--- config.mk ---
export PLATFORM = sky130hd
export DESIGN_NAME = double_ended_queue
export DESIGN_NICKNAME = d
export VERILOG_FILES = /design/src/hdl/deq_pkg.sv /design/src/hdl/deq_ctrl.sv /design/src/hdl/deq_datapath.sv /design/src/hdl/double_ended_queue.sv
export VERILOG_INCLUDE_DIRS = /design/src /design/src/hdl
export SDC_FILE = /design/constraint.sdc
export NUM_CORES = 1
export LEC_CHECK = 0
export BUFFER_PORTS_ARGS = -buffer_cell sky130_fd_sc_hd__buf_2
export CAP_MARGIN = 20
export CORE_MARGIN = 1.5
export CORE_UTILIZATION = 25
export DETAILED_ROUTE_END_ITERATION = 8
export PLACE_DENSITY_LB_ADDON = 0.12
export SETUP_SLACK_MARGIN = 0.05
export SYNTH_ARGS = -nofsm -noshare
export SYNTH_HDL_FRONTEND = slang
export SYNTH_SLANG_ARGS = --single-unit
--- constraint.sdc ---
create_clock -name clk -period 5.4 [get_ports clk]
set_clock_uncertainty 0.15 [all_clocks]
set_input_delay 1.08 -clock clk [delete_from_list [all_inputs] [get_ports clk]]
set_output_delay 1.08 -clock clk [all_outputs]
set_load 0.005 [all_outputs]
--- src/hdl/assert_macros.svh ---
// Assertion helper macros for the deque block.
// No dependencies; included by files that carry concurrent checks.
`ifndef ASSERT_MACROS_SVH
`define ASSERT_MACROS_SVH

// Property prop must hold at every rising edge outside reset.
`define ASSERT_AT_CLK(label, clk, rst_n, prop, msg) \
    label: assert property (@(posedge clk) disable iff (!rst_n) prop) \
        else $error(msg);

// Condition cond must never be true at a rising edge outside reset.
`define ASSERT_NEVER(label, clk, rst_n, cond, msg) \
    label: assert property (@(posedge clk) disable iff (!rst_n) !(cond)) \
        else $error(msg);

`endif

--- src/hdl/deq_pkg.sv ---
// Shared types and constants of the double-ended queue.
// No dependencies; imported by every module of the block.
package deq_pkg;

    localparam int DEQ_CAPACITY   = 16;
    localparam int DEQ_WORD_WIDTH = 32;

    typedef enum logic [2:0] {
        OP_QUERY      = 3'd0,
        OP_PUSH_FRONT = 3'd1,
        OP_PUSH_BACK  = 3'd2,
        OP_POP_FRONT  = 3'd3,
        OP_POP_BACK   = 3'd4,
        OP_REVERSE    = 3'd5
    } op_t;

    typedef enum logic [1:0] {
        ST_IDLE,
        ST_EXEC,
        ST_READ,
        ST_SEND
    } state_t;

    typedef struct packed {
        logic [2:0]  operation;
        logic [31:0] push_word;
    } req_t;

    typedef struct packed {
        logic [31:0] front_word;
        logic [31:0] back_word;
        logic [4:0]  entry_count;
        logic        is_empty;
        logic        is_full;
        logic        op_error;
    } rsp_t;

    // controller to datapath
    typedef struct packed {
        logic load;   // capture request
        logic exec;   // update pointers, count, store
        logic read;   // fetch end words
    } dp_cmd_t;

endpackage

--- src/hdl/deq_ctrl.sv ---
// Sequencer of the double-ended queue: one request at a time.
// Depends on deq_pkg.
module deq_ctrl (
    input  logic             clk,
    input  logic             rst_n,
    input  logic             req_valid,
    output logic             req_stall,
    output logic             rsp_valid,
    input  logic             rsp_stall,
    output deq_pkg::dp_cmd_t cmd
);
    import deq_pkg::*;

    state_t state_reg;
    state_t state_next;

    always_ff @(posedge clk or negedge rst_n)
    begin
        if (!rst_n)
        begin
            state_reg <= ST_IDLE;
        end
        else
        begin
            state_reg <= state_next;
        end
    end

    always_comb
    begin
        state_next = state_reg;
        req_stall  = 1'b1;
        rsp_valid  = 1'b0;
        cmd        = '0;
        case (state_reg)
            ST_IDLE:
            begin
                req_stall = 1'b0;
                if (req_valid)
                begin
                    cmd.load   = 1'b1;
                    state_next = ST_EXEC;
                end
            end
            ST_EXEC:
            begin
                cmd.exec   = 1'b1;
                state_next = ST_READ;
            end
            ST_READ:
            begin
                cmd.read   = 1'b1;
                state_next = ST_SEND;
            end
            ST_SEND:
            begin
                rsp_valid = 1'b1;
                if (!rsp_stall)
                begin
                    state_next = ST_IDLE;
                end
            end
            default:
            begin
                state_next = ST_IDLE;
            end
        endcase
    end

endmodule

--- src/hdl/deq_datapath.sv ---
// Ring store, head pointer, count and direction flag of the deque.
// Depends on deq_pkg; driven by deq_ctrl commands.
module deq_datapath #(
    parameter int CAPACITY   = deq_pkg::DEQ_CAPACITY,
    parameter int WORD_WIDTH = deq_pkg::DEQ_WORD_WIDTH
) (
    input  logic             clk,
    input  logic             rst_n,
    input  deq_pkg::dp_cmd_t cmd,
    input  deq_pkg::req_t    req,
    output deq_pkg::rsp_t    rsp
);
    import deq_pkg::*;

    localparam int PTR_W = $clog2(CAPACITY);
    localparam int CNT_W = $clog2(CAPACITY + 1);

    logic [WORD_WIDTH-1:0] mem [CAPACITY];

    logic [2:0]            op_reg;
    logic [WORD_WIDTH-1:0] word_reg;
    logic [PTR_W-1:0]      head_reg, head_next;
    logic [CNT_W-1:0]      count_reg, count_next;
    logic                  rev_reg, rev_next;
    logic                  err_reg, err_next;
    logic [WORD_WIDTH-1:0] lo_reg, hi_reg;

    logic                  wr_en;
    logic [PTR_W-1:0]      wr_addr;
    logic                  full, empty, to_front, low_side;
    logic [63:0]           push_wide, lo_wide, hi_wide;
    logic [15:0]           count_wide;
    logic [CNT_W-1:0]      last_pos;

    // physical slot of ring position pos, pos below CAPACITY
    function automatic logic [PTR_W-1:0] slot_at(logic [PTR_W-1:0] head,
                                                  logic [PTR_W-1:0] pos);
        logic [PTR_W:0] s;
        s = {1'b0, head} + {1'b0, pos};
        if (s >= (PTR_W + 1)'(CAPACITY))
        begin
            s = s - (PTR_W + 1)'(CAPACITY);
        end
        return s[PTR_W-1:0];
    endfunction

    assign full     = (count_reg == CNT_W'(CAPACITY));
    assign empty    = (count_reg == '0);
    assign to_front = (op_reg == OP_PUSH_FRONT) || (op_reg == OP_POP_FRONT);
    assign low_side = (to_front != rev_reg);
    assign last_pos = count_reg - CNT_W'(1);

    always_comb
    begin
        head_next  = head_reg;
        count_next = count_reg;
        rev_next   = rev_reg;
        err_next   = 1'b0;
        wr_en      = 1'b0;
        wr_addr    = slot_at(head_reg, count_reg[PTR_W-1:0]);
        case (op_reg)
            OP_PUSH_FRONT, OP_PUSH_BACK:
            begin
                if (full)
                begin
                    err_next = 1'b1;
                end
                else
                begin
                    wr_en      = 1'b1;
                    count_next = count_reg + CNT_W'(1);
                    if (low_side)
                    begin
                        head_next = (head_reg == '0) ? PTR_W'(CAPACITY - 1)
                                                     : head_reg - PTR_W'(1);
                        wr_addr   = head_next;
                    end
                end
            end
            OP_POP_FRONT, OP_POP_BACK:
            begin
                if (empty)
                begin
                    err_next = 1'b1;
                end
                else
                begin
                    count_next = count_reg - CNT_W'(1);
                    if (low_side)
                    begin
                        head_next = slot_at(head_reg, PTR_W'(1));
                    end
                end
            end
            OP_REVERSE:
            begin
                rev_next = !rev_reg;
            end
            default:
            begin
            end
        endcase
    end

    assign push_wide = 64'(req.push_word);

    always_ff @(posedge clk)
    begin
        if (cmd.load)
        begin
            op_reg   <= req.operation;
            word_reg <= push_wide[WORD_WIDTH-1:0];
        end
    end

    always_ff @(posedge clk or negedge rst_n)
    begin
        if (!rst_n)
        begin
            head_reg  <= '0;
            count_reg <= '0;
            rev_reg   <= 1'b0;
            err_reg   <= 1'b0;
        end
        else if (cmd.exec)
        begin
            head_reg  <= head_next;
            count_reg <= count_next;
            rev_reg   <= rev_next;
            err_reg   <= err_next;
        end
    end

    // ring store: one write port, two registered read ports
    always_ff @(posedge clk)
    begin
        if (cmd.exec && wr_en)
        begin
            mem[wr_addr] <= word_reg;
        end
        if (cmd.read)
        begin
            lo_reg <= mem[head_reg];
            hi_reg <= mem[slot_at(head_reg, last_pos[PTR_W-1:0])];
        end
    end

    assign lo_wide    = empty ? 64'd0 : 64'(lo_reg);
    assign hi_wide    = empty ? 64'd0 : 64'(hi_reg);
    assign count_wide = 16'(count_reg);

    always_comb
    begin
        rsp.front_word  = rev_reg ? hi_wide[31:0] : lo_wide[31:0];
        rsp.back_word   = rev_reg ? lo_wide[31:0] : hi_wide[31:0];
        rsp.entry_count = count_wide[4:0];
        rsp.is_empty    = empty;
        rsp.is_full     = full;
        rsp.op_error    = err_reg;
    end

endmodule

--- src/hdl/double_ended_queue.sv ---
// Bounded double-ended queue of data words: ring store with head pointer,
// count and direction flag. Each request carries one operation (query, push
// front, push back, pop front, pop back, reverse) and yields exactly one
// response with the front and back words, the count and the empty, full and
// error flags. A refused push (full) or pop (empty) leaves the queue as it
// was and raises op_error; unused operation codes act as a query. Requests
// are handled one at a time by a four-state sequencer: accept, execute
// (pointer, count and store update), read of both end words through the
// store's registered read ports, then the response transfer. The response
// is offered after the execute and read states, and the next request is
// accepted only once that response has been taken, so requests never
// overlap. Depends on deq_pkg, deq_ctrl, deq_datapath and assert_macros.svh.
`include "assert_macros.svh"

module double_ended_queue #(
    parameter int CAPACITY   = deq_pkg::DEQ_CAPACITY,
    parameter int WORD_WIDTH = deq_pkg::DEQ_WORD_WIDTH
) (
    input  logic          clk,
    input  logic          rst_n,
    input  logic          req_valid,
    output logic          req_stall,
    input  deq_pkg::req_t req,
    output logic          rsp_valid,
    input  logic          rsp_stall,
    output deq_pkg::rsp_t rsp
);
    import deq_pkg::*;

    dp_cmd_t cmd;

    // sequencer: owns both handshakes
    deq_ctrl u_ctrl (
        .clk       (clk),
        .rst_n     (rst_n),
        .req_valid (req_valid),
        .req_stall (req_stall),
        .rsp_valid (rsp_valid),
        .rsp_stall (rsp_stall),
        .cmd       (cmd)
    );

    // datapath: response payload is held in registers, stable while stalled
    deq_datapath #(
        .CAPACITY   (CAPACITY),
        .WORD_WIDTH (WORD_WIDTH)
    ) u_datapath (
        .clk   (clk),
        .rst_n (rst_n),
        .cmd   (cmd),
        .req   (req),
        .rsp   (rsp)
    );

    // a request transfer and a pending response never coexist
    `ASSERT_NEVER(a_no_overlap, clk, rst_n, req_valid && !req_stall && rsp_valid, "request taken while response pending")
    // response is offered once the execute and read states follow the request transfer
    `ASSERT_AT_CLK(a_rsp_latency, clk, rst_n, (req_valid && !req_stall) |-> ##3 rsp_valid, "response not offered in time")
    // one response per request: after its transfer the channel falls idle
    `ASSERT_AT_CLK(a_single_rsp, clk, rst_n, (rsp_valid && !rsp_stall) |=> !rsp_valid, "response repeated")
    // the queue cannot report empty and full together
    `ASSERT_NEVER(a_flags, clk, rst_n, rsp_valid && rsp.is_empty && rsp.is_full, "empty and full both set")

endmodule
==> flow_metrics.tcl <==
set metrics [dict create \
    path_cells "buf_4 -> mux2i_1 -> nor2_1 -> buf_2" \
    cts_root_buffer "clkbuf_16" \
    drv_slew 0 \
    rr_worst_depth 9 \
    min_period_ps 4240 \
    hpwl_mm 49.0 \
    grt_overflow 0 \
    drv_cap 0 \
    wire_per_inst_um 28.0 \
    ys_async_sr_fraction 0.0208 \
    cts_hold_buf 0 \
    ys.flop_type "edfxtp_1" \
    arrival_ps 3010 \
    crit_type "reg2out" \
    avgViaCountPerCell 4.88 \
    cp.required_ps 4170 \
    regToRegSetupSlack_ps 1380 \
    final.setup.tns_ps 0 \
    path_max_fanout 44 \
    wirelength_mm 88.0 \
    slew_headroom 0.316 \
    crit_path_start_kind "flip-flop" \
    syn_avg_cell_area_um2 19.5 \
    clk_path_buf_depth 3 \
    fin_area_mm2 0.0335 \
    largest_register "u_datapath.mem" \
    clkTransAtPathRegs_ps 60 \
    holdCritPathClass "in2async" \
    largest_reg_flops 512 \
    synth-seq-cells 624 \
    clock-sinks 624 \
    max_freq_ghz 0.236 \
    core_mm2 0.113 \
    timing.final.crit_share 0.785 \
    hold_viol 0 \
    ctsResizeCount 0 \
    portBuffers 112 \
    grt_use_total 0.152 \
    setup_viol 0 \
    num_vias 15356 \
    end_kind "output port" \
    drt_first_iter_violations 1224 \
    start_util 0.253 \
    cts_tree "yes" \
    nNetsFinal 1652 \
    place_congestion 0.732 \
    detail_route.first_pass.iterations 5 \
    fp.dieH_um 341 \
    grt_pass1_vias 16477 \
    die_area_mm2 0.116 \
    max_slew.worst_pin.slew_ps 1030 \
    mappedNetlistArea_mm2 0.0285 \
    grt_pass1_wl_mm 125 \
    crit_end "rsp[59]" \
    grt_setup_unrepaired "false" \
    rows 123 \
    post-route-drc-count 0 \
    syn2layout_area_growth_pct 17.4 \
    setup.worst_path.start "u_datapath.rev_reg$_DFFE_PN0P_" \
    pin_count 113 \
    crit_family "buffers and inverters" \
    synth_nets 1523 \
    crit_cells 4 \
    clock_latency_ps 650 \
    antenna_found_initial 3 \
    critical-path-slowest-cell "dfrtp_4" \
    r2r_end "u_datapath.hi_reg[1]$_DFFE_PP_" \
    postCtsSetupRepairBufs 0 \
    synth-edff-count 611 \
    yosysWarnings 0 \
    ant_nets 0 \
    placed_area_mm2 0.0312 \
    synth.distinct_cells 46 \
    layout-drive-gt1-share 0.356 \
    status "complete, no violations" \
    max_stage_delay_ps 740 \
    die_w_um 341 \
    grt_max_degree 89 \
    yosysSeqAreaShare 0.655 \
    crit_buf_inv 2 \
    htreeDepth 3 \
    cts_inserted_buffers 77 \
    synthCells 1466 \
    reg2reg_from "u_datapath.count_reg[1]$_DFFE_PN0P_" \
]
## per-layer routing
| layer | up-vias | part of all wire | GRT usage |
|---|---|---|---|
| li1 | 6403 | - | - |
| met3 | 107 | 0.049 | 0.0276 |
| met5 | - | 0 | 0 |
| met2 | 464 | 0.48 | 0.248 |
| met1 | 8382 | 0.45 | 0.209 |
| met4 | 0 | 0.019 | 0.0366 |
## how the worst min path moves through the flow
stage | start | to | slack [ps] | depth (start not counted)
detailed placement | u_datapath.err_reg$_DFFE_PN0P_ | u_datapath.err_reg$_DFFE_PN0P_ | 370 | 2
global placement | u_datapath.err_reg$_DFFE_PN0P_ | u_datapath.err_reg$_DFFE_PN0P_ | 380 | 2
floorplan | u_datapath.err_reg$_DFFE_PN0P_ | u_datapath.err_reg$_DFFE_PN0P_ | 350 | 2
CTS | rst_n | u_datapath.count_reg[3]$_DFFE_PN0P_ | 190 | 1
finish | rst_n | u_datapath.count_reg[2]$_DFFE_PN0P_ | 210 | 1
global route | rst_n | u_datapath.count_reg[4]$_DFFE_PN0P_ | 210 | 1
## cell families after synthesis
| group | synth area share |
|---|---|
| mux | 0.252 |
| buf+inv | 0.0188 |
| fa+ha+maj | 0.00842 |
| flops | 0.655 |
| simple gates | 0.0366 |
| compound gates | 0.0229 |
| xor+xnor | 0.00610 |
## cell usage after synthesis, drive strengths merged, types with 2 or more instances
cell type  instances  area (um2)
xor2               8        70.1
and2              34         213
nand3              8        40.0
a211oi            34         268
clkbuf            49         184
inv               12        45.0
nand4b             2        17.5
o31ai              2        15.0
nand3b             2        15.0
or3                2        12.5
buf               59         307
nand4              3        18.8
nor2              88         330
edfxtp           611       18300
a21oi             13        65.1
a31oi             32         200
xnor2             11         104
fa                 2        40.0
mux4             288        6490
mux2               3        33.8
nand2             77         289
nor3b              3        22.5
dfrtp             13         325
a21o               4        30.0
mux2i             68         681
or3b               2        20.0
ha                16         200
o21ai             10        50.1
## placed cells by master (no fill, tap or decap), drive strengths merged, types with 4 or more instances in the layout
cell type  Yosys  layout
clkinv         0      32
edfxtp       611     611
a21o           4       4
nand2         77      77
ha            16      16
inv           12      16
xnor2         11      11
and2          34      34
mux2i         68      68
a211oi        34      34
clkbuf        49      92
nand3          8       8
nor2          88      88
xor2           8       8
a31oi         32      32
a21oi         13      13
mux4         288     288
o21ai         10      10
dfrtp         13      13
buf           59     158
## per-stage QoR
step	util	cells	setup slack (ps)	hold slack, ps
after floorplan	-	1466	1400	347
after global placement	0.277	3016	1330	379
after detailed placement	0.277	3016	1280	374
after CTS	0.297	3147	1040	188
after global routing	0.297	3147	998	206
final	0.297	3148	1160	205
## layout make-up
class,count,area (um2)
fill,11024,79300
sequential,624,18700
multi-input combinational,722,9510
clock buffer,92,1990
tap,1500,1880
timing repair buffer,158,1090
clock inverter,39,279
inverter,12,45.0
antenna,1,2.50
Power is left out: the tool's default activity adds up to more than one toggle a clock period on the data nets, which glitch-free logic cannot reach.
